<file path="src/hdl/skt_pkg.sv">
// ----------------------------------------------------------------------------
// skt_pkg
// shared types, codes and helpers for the scalar kalman tracker
// ----------------------------------------------------------------------------
package skt_pkg;

    // command codes carried in the input tuser
    typedef enum logic [1:0] {
        CMD_LOAD           = 2'd0,
        CMD_PREDICT        = 2'd1,
        CMD_UPDATE         = 2'd2,
        CMD_PREDICT_UPDATE = 2'd3
    } cmd_t;

    // configuration register indexes
    localparam logic [1:0] REG_PROCESS_NOISE     = 2'd0;
    localparam logic [1:0] REG_MEASUREMENT_NOISE = 2'd1;

    localparam logic [31:0] COV_ONE     = 32'h0001_0000;
    localparam logic [31:0] NOISE_RESET = 32'h0001_0000;
    localparam logic [16:0] GAIN_ONE    = 17'h1_0000;

    // sequencer states, one-hot
    typedef enum logic [9:0] {
        ST_IDLE     = 10'b00_0000_0001,
        ST_PRED_MUL = 10'b00_0000_0010,
        ST_PRED_ADD = 10'b00_0000_0100,
        ST_UPD_DEN  = 10'b00_0000_1000,
        ST_UPD_DIV  = 10'b00_0001_0000,
        ST_UPD_MUL1 = 10'b00_0010_0000,
        ST_UPD_ADD  = 10'b00_0100_0000,
        ST_UPD_MUL2 = 10'b00_1000_0000,
        ST_UPD_COV  = 10'b01_0000_0000,
        ST_FINISH   = 10'b10_0000_0000
    } state_t;

    typedef struct packed {
        logic        sat;
        logic [31:0] value;
    } sat_result_t;

    // clip a wide signed sum to the signed 32-bit range
    function automatic sat_result_t sat_pos(input logic signed [49:0] v);
        sat_result_t r;
        if (v > 50'sd2147483647) begin
            r.sat   = 1'b1;
            r.value = 32'h7FFF_FFFF;
        end else if (v < -50'sd2147483648) begin
            r.sat   = 1'b1;
            r.value = 32'h8000_0000;
        end else begin
            r.sat   = 1'b0;
            r.value = v[31:0];
        end
        return r;
    endfunction

endpackage

</file>
<file path="src/hdl/scalar_kalman_tracker_core.sv">
// ----------------------------------------------------------------------------
// scalar_kalman_tracker_core
// one-target constant-velocity kalman tracker, signed q16.16, shared unit
// ----------------------------------------------------------------------------
// usage
//   input stream s_axis: tuser carries the command (load, predict, update,
//   predict then update), tdata the time step, measurement and load values.
//   output stream m_axis: one item per input item with the position estimate
//   and error covariance in tdata and the saturation flag in tuser.
//   cfg_we/cfg_index/cfg_data write process noise (index 0) and measurement
//   noise (index 1); other indexes are ignored. write only while idle.
// timing
//   one item at a time; s_axis_tready is high only in the idle state.
//   load goes to the finish state; predict runs a multiply and an add;
//   update runs a denominator step, the 17-step restoring gain divider,
//   then correction and covariance steps. one shared 33x33 multiplier
//   forms the predict product, correction and covariance scale.
// reset
//   position and velocity clear, covariance returns to 1.0, both noise
//   registers return to 1.0 and the output register is empty.
// stalls
//   a finished result waits in the output register; a following item is
//   accepted and worked on, and holds in its last state until the register
//   frees.
// ----------------------------------------------------------------------------
module scalar_kalman_tracker_core (
    input  logic         clk,
    input  logic         rst_n,
    input  logic         s_axis_tvalid,
    output logic         s_axis_tready,
    // time_step [31:0], measurement [63:32], start_position [95:64],
    // start_velocity [127:96]
    input  logic [127:0] s_axis_tdata,
    // cmd [1:0]
    input  logic [1:0]   s_axis_tuser,
    output logic         m_axis_tvalid,
    input  logic         m_axis_tready,
    // position_estimate [31:0], error_covariance [63:32]
    output logic [63:0]  m_axis_tdata,
    // saturated [0]
    output logic         m_axis_tuser,
    input  logic         cfg_we,
    input  logic [1:0]   cfg_index,
    input  logic [31:0]  cfg_data
);

    skt_pkg::state_t state_reg, state_next;

    logic [31:0] q_noise_reg;
    logic [31:0] r_noise_reg;

    logic [31:0] pos_reg;
    logic [31:0] vel_reg;
    logic [31:0] cov_reg;
    logic        sat_reg;

    logic              upd_pending_reg;
    logic [31:0]       dt_reg;
    logic [31:0]       meas_reg;
    logic [32:0]       den_reg;
    logic [33:0]       rem_reg;
    logic [16:0]       quot_reg;
    logic [16:0]       gain_reg;
    logic [4:0]        cnt_reg;
    logic signed [32:0] innov_reg;
    logic signed [65:0] mul_reg;

    logic        out_valid_reg;
    logic [63:0] out_data_reg;
    logic        out_sat_reg;

    logic s_accept;
    logic out_free;
    logic signed [32:0] mul_a;
    logic signed [32:0] mul_b;
    logic signed [49:0] pos_sum;
    logic [32:0]        cov_sum;
    logic               div_ge;
    logic [33:0]        rem_sub;
    logic [16:0]        quot_full;
    skt_pkg::sat_result_t pos_sat;

    assign s_axis_tready = (state_reg == skt_pkg::ST_IDLE);
    assign s_accept      = s_axis_tvalid && s_axis_tready;
    assign out_free      = !out_valid_reg || m_axis_tready;

    assign m_axis_tvalid = out_valid_reg;
    assign m_axis_tdata  = out_data_reg;
    assign m_axis_tuser  = out_sat_reg;

    // shared multiplier operand select
    always_comb
    begin
        unique case (state_reg)
            skt_pkg::ST_PRED_MUL:
            begin
                mul_a = {vel_reg[31], vel_reg};
                mul_b = {dt_reg[31], dt_reg};
            end
            skt_pkg::ST_UPD_MUL1:
            begin
                mul_a = {16'd0, gain_reg};
                mul_b = innov_reg;
            end
            skt_pkg::ST_UPD_MUL2:
            begin
                mul_a = {16'd0, skt_pkg::GAIN_ONE - gain_reg};
                mul_b = {1'b0, cov_reg};
            end
            default:
            begin
                mul_a = '0;
                mul_b = '0;
            end
        endcase
    end

    // floor of the q16 product is the top bits of the exact product
    assign pos_sum = {{18{pos_reg[31]}}, pos_reg} + mul_reg[65:16];
    assign pos_sat = skt_pkg::sat_pos(pos_sum);
    assign cov_sum = {1'b0, cov_reg} + {1'b0, q_noise_reg};

    // restoring divider step
    assign div_ge    = (rem_reg >= {1'b0, den_reg});
    assign rem_sub   = div_ge ? (rem_reg - {1'b0, den_reg}) : rem_reg;
    assign quot_full = {quot_reg[15:0], div_ge};

    always_comb
    begin
        state_next = state_reg;
        unique case (state_reg)
            skt_pkg::ST_IDLE:
            begin
                if (s_accept)
                begin
                    priority case (skt_pkg::cmd_t'(s_axis_tuser))
                        skt_pkg::CMD_LOAD:    state_next = skt_pkg::ST_FINISH;
                        skt_pkg::CMD_UPDATE:  state_next = skt_pkg::ST_UPD_DEN;
                        default:              state_next = skt_pkg::ST_PRED_MUL;
                    endcase
                end
            end
            skt_pkg::ST_PRED_MUL: state_next = skt_pkg::ST_PRED_ADD;
            skt_pkg::ST_PRED_ADD:
                state_next = upd_pending_reg ? skt_pkg::ST_UPD_DEN : skt_pkg::ST_FINISH;
            skt_pkg::ST_UPD_DEN:  state_next = skt_pkg::ST_UPD_DIV;
            skt_pkg::ST_UPD_DIV:
                if (cnt_reg == 5'd0)
                    state_next = skt_pkg::ST_UPD_MUL1;
            skt_pkg::ST_UPD_MUL1: state_next = skt_pkg::ST_UPD_ADD;
            skt_pkg::ST_UPD_ADD:  state_next = skt_pkg::ST_UPD_MUL2;
            skt_pkg::ST_UPD_MUL2: state_next = skt_pkg::ST_UPD_COV;
            skt_pkg::ST_UPD_COV:  state_next = skt_pkg::ST_FINISH;
            skt_pkg::ST_FINISH:
                if (out_free)
                    state_next = skt_pkg::ST_IDLE;
            default:              state_next = skt_pkg::ST_IDLE;
        endcase
    end

    always_ff @(posedge clk or negedge rst_n)
    begin
        if (!rst_n)
        begin
            state_reg       <= skt_pkg::ST_IDLE;
            q_noise_reg     <= skt_pkg::NOISE_RESET;
            r_noise_reg     <= skt_pkg::NOISE_RESET;
            pos_reg         <= '0;
            vel_reg         <= '0;
            cov_reg         <= skt_pkg::COV_ONE;
            sat_reg         <= 1'b0;
            upd_pending_reg <= 1'b0;
            out_valid_reg   <= 1'b0;
        end
        else
        begin
            state_reg <= state_next;

            if (cfg_we && cfg_index == skt_pkg::REG_PROCESS_NOISE)
                q_noise_reg <= cfg_data;
            if (cfg_we && cfg_index == skt_pkg::REG_MEASUREMENT_NOISE)
                r_noise_reg <= cfg_data;

            // result register loads in the finish state, drains on ready
            if (state_reg == skt_pkg::ST_FINISH && out_free)
                out_valid_reg <= 1'b1;
            else if (m_axis_tready)
                out_valid_reg <= 1'b0;

            unique case (state_reg)
                skt_pkg::ST_IDLE:
                begin
                    if (s_accept)
                    begin
                        sat_reg         <= 1'b0;
                        upd_pending_reg <= s_axis_tuser[1];
                        if (skt_pkg::cmd_t'(s_axis_tuser) == skt_pkg::CMD_LOAD)
                        begin
                            pos_reg <= s_axis_tdata[95:64];
                            vel_reg <= s_axis_tdata[127:96];
                            cov_reg <= skt_pkg::COV_ONE;
                        end
                    end
                end
                skt_pkg::ST_PRED_ADD:
                begin
                    pos_reg <= pos_sat.value;
                    if (cov_sum[32])
                        cov_reg <= 32'hFFFF_FFFF;
                    else
                        cov_reg <= cov_sum[31:0];
                    sat_reg <= sat_reg | pos_sat.sat | cov_sum[32];
                end
                skt_pkg::ST_UPD_ADD:
                begin
                    pos_reg <= pos_sat.value;
                    sat_reg <= sat_reg | pos_sat.sat;
                end
                skt_pkg::ST_UPD_COV:
                    cov_reg <= mul_reg[47:16];
                default:
                begin
                end
            endcase
        end
    end

    // datapath registers, no reset needed
    always_ff @(posedge clk)
    begin
        if (s_accept)
        begin
            dt_reg   <= s_axis_tdata[31:0];
            meas_reg <= s_axis_tdata[63:32];
        end

        mul_reg <= mul_a * mul_b;

        if (state_reg == skt_pkg::ST_UPD_DEN)
        begin
            den_reg   <= {1'b0, cov_reg} + {1'b0, r_noise_reg};
            rem_reg   <= {2'b00, cov_reg};
            quot_reg  <= '0;
            cnt_reg   <= 5'd16;
            innov_reg <= $signed({meas_reg[31], meas_reg}) - $signed({pos_reg[31], pos_reg});
        end

        if (state_reg == skt_pkg::ST_UPD_DIV)
        begin
            rem_reg  <= {rem_sub[32:0], 1'b0};
            quot_reg <= quot_full;
            cnt_reg  <= cnt_reg - 5'd1;
            if (cnt_reg == 5'd0)
            begin
                // zero denominator gives zero gain
                if (den_reg == 33'd0)
                    gain_reg <= '0;
                else
                    gain_reg <= quot_full;
            end
        end

        if (state_reg == skt_pkg::ST_FINISH && out_free)
        begin
            out_data_reg <= {cov_reg, pos_reg};
            out_sat_reg  <= sat_reg;
        end
    end

endmodule

</file>
<file path="config.mk">
export PLATFORM = sky130hd
export DESIGN_NAME = scalar_kalman_tracker_core
export DESIGN_NICKNAME = d
export VERILOG_FILES = /design/src/hdl/skt_pkg.sv /design/src/hdl/scalar_kalman_tracker_core.sv
export SDC_FILE = /design/constraint.sdc
export NUM_CORES = 2
export LEC_CHECK = 0
export ABC_AREA = 1
export BUFFER_PORTS_ARGS = -buffer_cell sky130_fd_sc_hd__buf_2
export CORE_MARGIN = 8
export CORE_UTILIZATION = 25
export DETAILED_ROUTE_END_ITERATION = 10
export GPL_ROUTABILITY_DRIVEN = 0
export GPL_TIMING_DRIVEN = 0
export PLACE_DENSITY_LB_ADDON = 0.12
export SLEW_MARGIN = 20
export SYNTH_ARGS = -nofsm -noshare
export SYNTH_HDL_FRONTEND = slang
export SYNTH_SLANG_ARGS = --single-unit
</file>
<file path="constraint.sdc">
create_clock -name clk -period 9.6 [get_ports clk]
set_input_delay 2.4 -clock clk [delete_from_list [all_inputs] [get_ports clk]]
set_output_delay 2.4 -clock clk [all_outputs]
set_load 0.02 [all_outputs]
</file>
==> metrics.txt <==
status=finished clean; port buffer count=~240; drt pass-1 iters=6; Static Leak=38.21 nW; share of the synthesized area in the top cell type=0.3318; Die Y=approximately 540 µm; Ys Warns=0; critical path arrival=9900 ps; CTS Root Cell=clkbuf_16; syn_area_per_cell=roughly 8 µm²; worst vdd ir=around 0.16 mV; worst min-delay path class=register to register; area delta synth->final=14.66%; vias in the first global route=between 50000 and 60000; #FFs+latches synth=490; H-Tree Depth=2; CTS tree=yes; Post-Synthesis Net Count=between 9000 and 10000; crit path time final=9348 ps; Crit. End Element=register; Setup Crit Path Kind=register to register; average vias per placed instance=roughly 4.7; Reg clk slew, reported paths=roughly 60 ps; Clock Skew=slightly below 50 ps; commonest non-fill, non-tap cells in the layout=2061 x nand2_1, 1863 x inv_1, 1106 x fa_1; pin count of the biggest net entering global routing=80; hold path cells=2; total power=around 0.013 W; GRT Util Overall=0.2077; Finished Cell Area=roughly 0.078 mm²; GRT overflow=0; antenna violations before repair=30; clock net sink count=490; DP HPWL=258400 µm; first-pass GRT wire length=431500 µm; chip width=537.3 µm; fin. max-slew vios=0; Hold Buf Count CTS=0; Initial Util=0.2511; io pins=about 240; Synth Flop Type=edfxtp_1; RSZ-0062 raised after global routing=yes; Slowest-stage cell, CP=o221ai_2; DR WL/cell=between 20 and 25 µm; routed wire length=just over 300000 µm; Critical Path RT=a little over 10000 ps; pre-CTS WS=-1826 ps; routed via count=57355; DRT iter0 DRCs=4734; synthesized instance count=roughly 8300; fmax=between 0.1 and 0.15 GHz; commonest non-fill, non-tap cell in the layout=nand2_1; Worst slew margin=0.2849; DRT antenna net count=0; R2R depth=28; Syn Std Cell Area=approximately 0.068 mm²; Final Cycle Share=0.9737; Core Region=between 0.2 and 0.3 mm²; Async SR Flop Fraction=0.3531; Layout Nets=just over 10000; Layout fillers=29531; layout cells sized above 1=0.1037; pwr dens=around 170 mW/mm²; Synth area leaders=fa_1 33%, edfxtp_1 12%, nand2_1 11%; Fin. Hold Viols=0; biggest cell delay along the critical path=between 700 and 800 ps; Num CTS Buffers=slightly below 60; crit start category=register; EDFF count, synth=approximately 270; DP Area=about 0.074 mm²; Seq/Total Area, Yosys=0.1964; deepest clock path buffer count=3; row count=about 190; worst skew pair latency=700 ps; die area=between 0.2 and 0.3 mm²; Worst-Margin Slew=around 1100 ps; max reg flops=64; Yosys cell types=64; Yosys top cell by area=fa_1; DR DRC count=0; Critical Path Fanout Max=10; endpoints failing setup=0; total of max-cap violations=0; worst setup margin=about 250 ps
Yosys cell counts, types with 74 or more instances:
library cell	number
o21ai_0	331
inv_1	1880
xnor2_1	74
ha_1	392
fa_1	1126
edfxtp_1	266
clkbuf_1	190
nand2_1	2070
a21oi_1	367
nor2_1	594
dfrtp_1	169
xor2_1	121
nand3_1	128
timing repair:
action,in CTS,in global routing
resized for setup,257,186
endpoints found under the setup margin,48,41
buffers inserted,25,40
pin swaps,4,23
final timing paths:
path                                             startpoint                           to  slack, ps
min in group asynchronous                             rst_n      pos_reg[26]$_DFFE_PN0P_       1670
max in group asynchronous                             rst_n  r_noise_reg[19]$_DFFE_PN0P_       6830
worst min register to register  r_noise_reg[16]$_DFFE_PN1P_  r_noise_reg[16]$_DFFE_PN1P_        490
worst max register to register     state_reg[9]$_DFFE_PN0P_          mul_reg[64]$_DFF_P_        250
worst max-delay path               state_reg[9]$_DFFE_PN0P_          mul_reg[64]$_DFF_P_        250
worst min-delay path            r_noise_reg[16]$_DFFE_PN1P_  r_noise_reg[16]$_DFFE_PN1P_        490
layout make-up:
class | instances | area (µm²) | area share
repair buffers | 329 | 2190 | 0.02811
clock buffers | 74 | 1603 | 0.02058
diodes | 12 | 30.03 | 0.0003855
inverters | 1919 | 7330 | 0.09409
clock inverters | 38 | 441.7 | 0.005670
flip-flops and latches | 490 | 13340 | 0.1713
multi-input cells | 5617 | 47090 | 0.6046
well taps | 3570 | 4467 | 0.05734
plain buffers | 237 | 1400 | 0.01797
power by group:
part           switching, W  internal (W)  total, W
logic               0.00491       0.00217   0.00708
clock network       0.00103       0.00136   0.00239
registers          0.000842       0.00289   0.00373
metal layers:
metal,GRT usage,part of all wire,vias to the layer above
met4,0.06473,0.041,2
met1,0.2793,0.43,29313
li1,-,-,25710
met5,0,0.000059,-
met3,0.03184,0.065,397
met2,0.3437,0.46,1933
logic make-up after synthesis:
kind of cell | synth area share
muxes | 0.005636
AOI/OAI and AO/OA | 0.07098
and+or+nand+nor | 0.1769
buffers and inverters | 0.1210
adders and majority gates | 0.4040
DFF | 0.1964
xor gates and xnor gates | 0.02514
worst max-delay path, delay by kind of cell, from the launching register on:
| kind | cells | cell delay [ps] |
|---|---|---|
| adder cells (fa/ha/maj) | 9 | 4620 |
| AND/OR/NAND/NOR | 14 | 2650 |
| AO/OA/AOI/OAI | 1 | 770 |
| buffers and inverters | 4 | 690 |
| flip-flops | 1 | 440 |
per-stage QoR:
stage                     utilization  TNS, ps  cells  hold WS (ps)
after floorplan                     -        0   8265         447.7
after global placement         0.2720   -79410  12070         482.7
after detailed placement       0.2741   -67640  12099         483.5
after CTS                      0.2848        0  12235         500.9
after global routing           0.2878   -161.2  12274         525.3
final                          0.2879        0  12286         494.2
No activity file was read; power rests on OpenSTA's default activity.
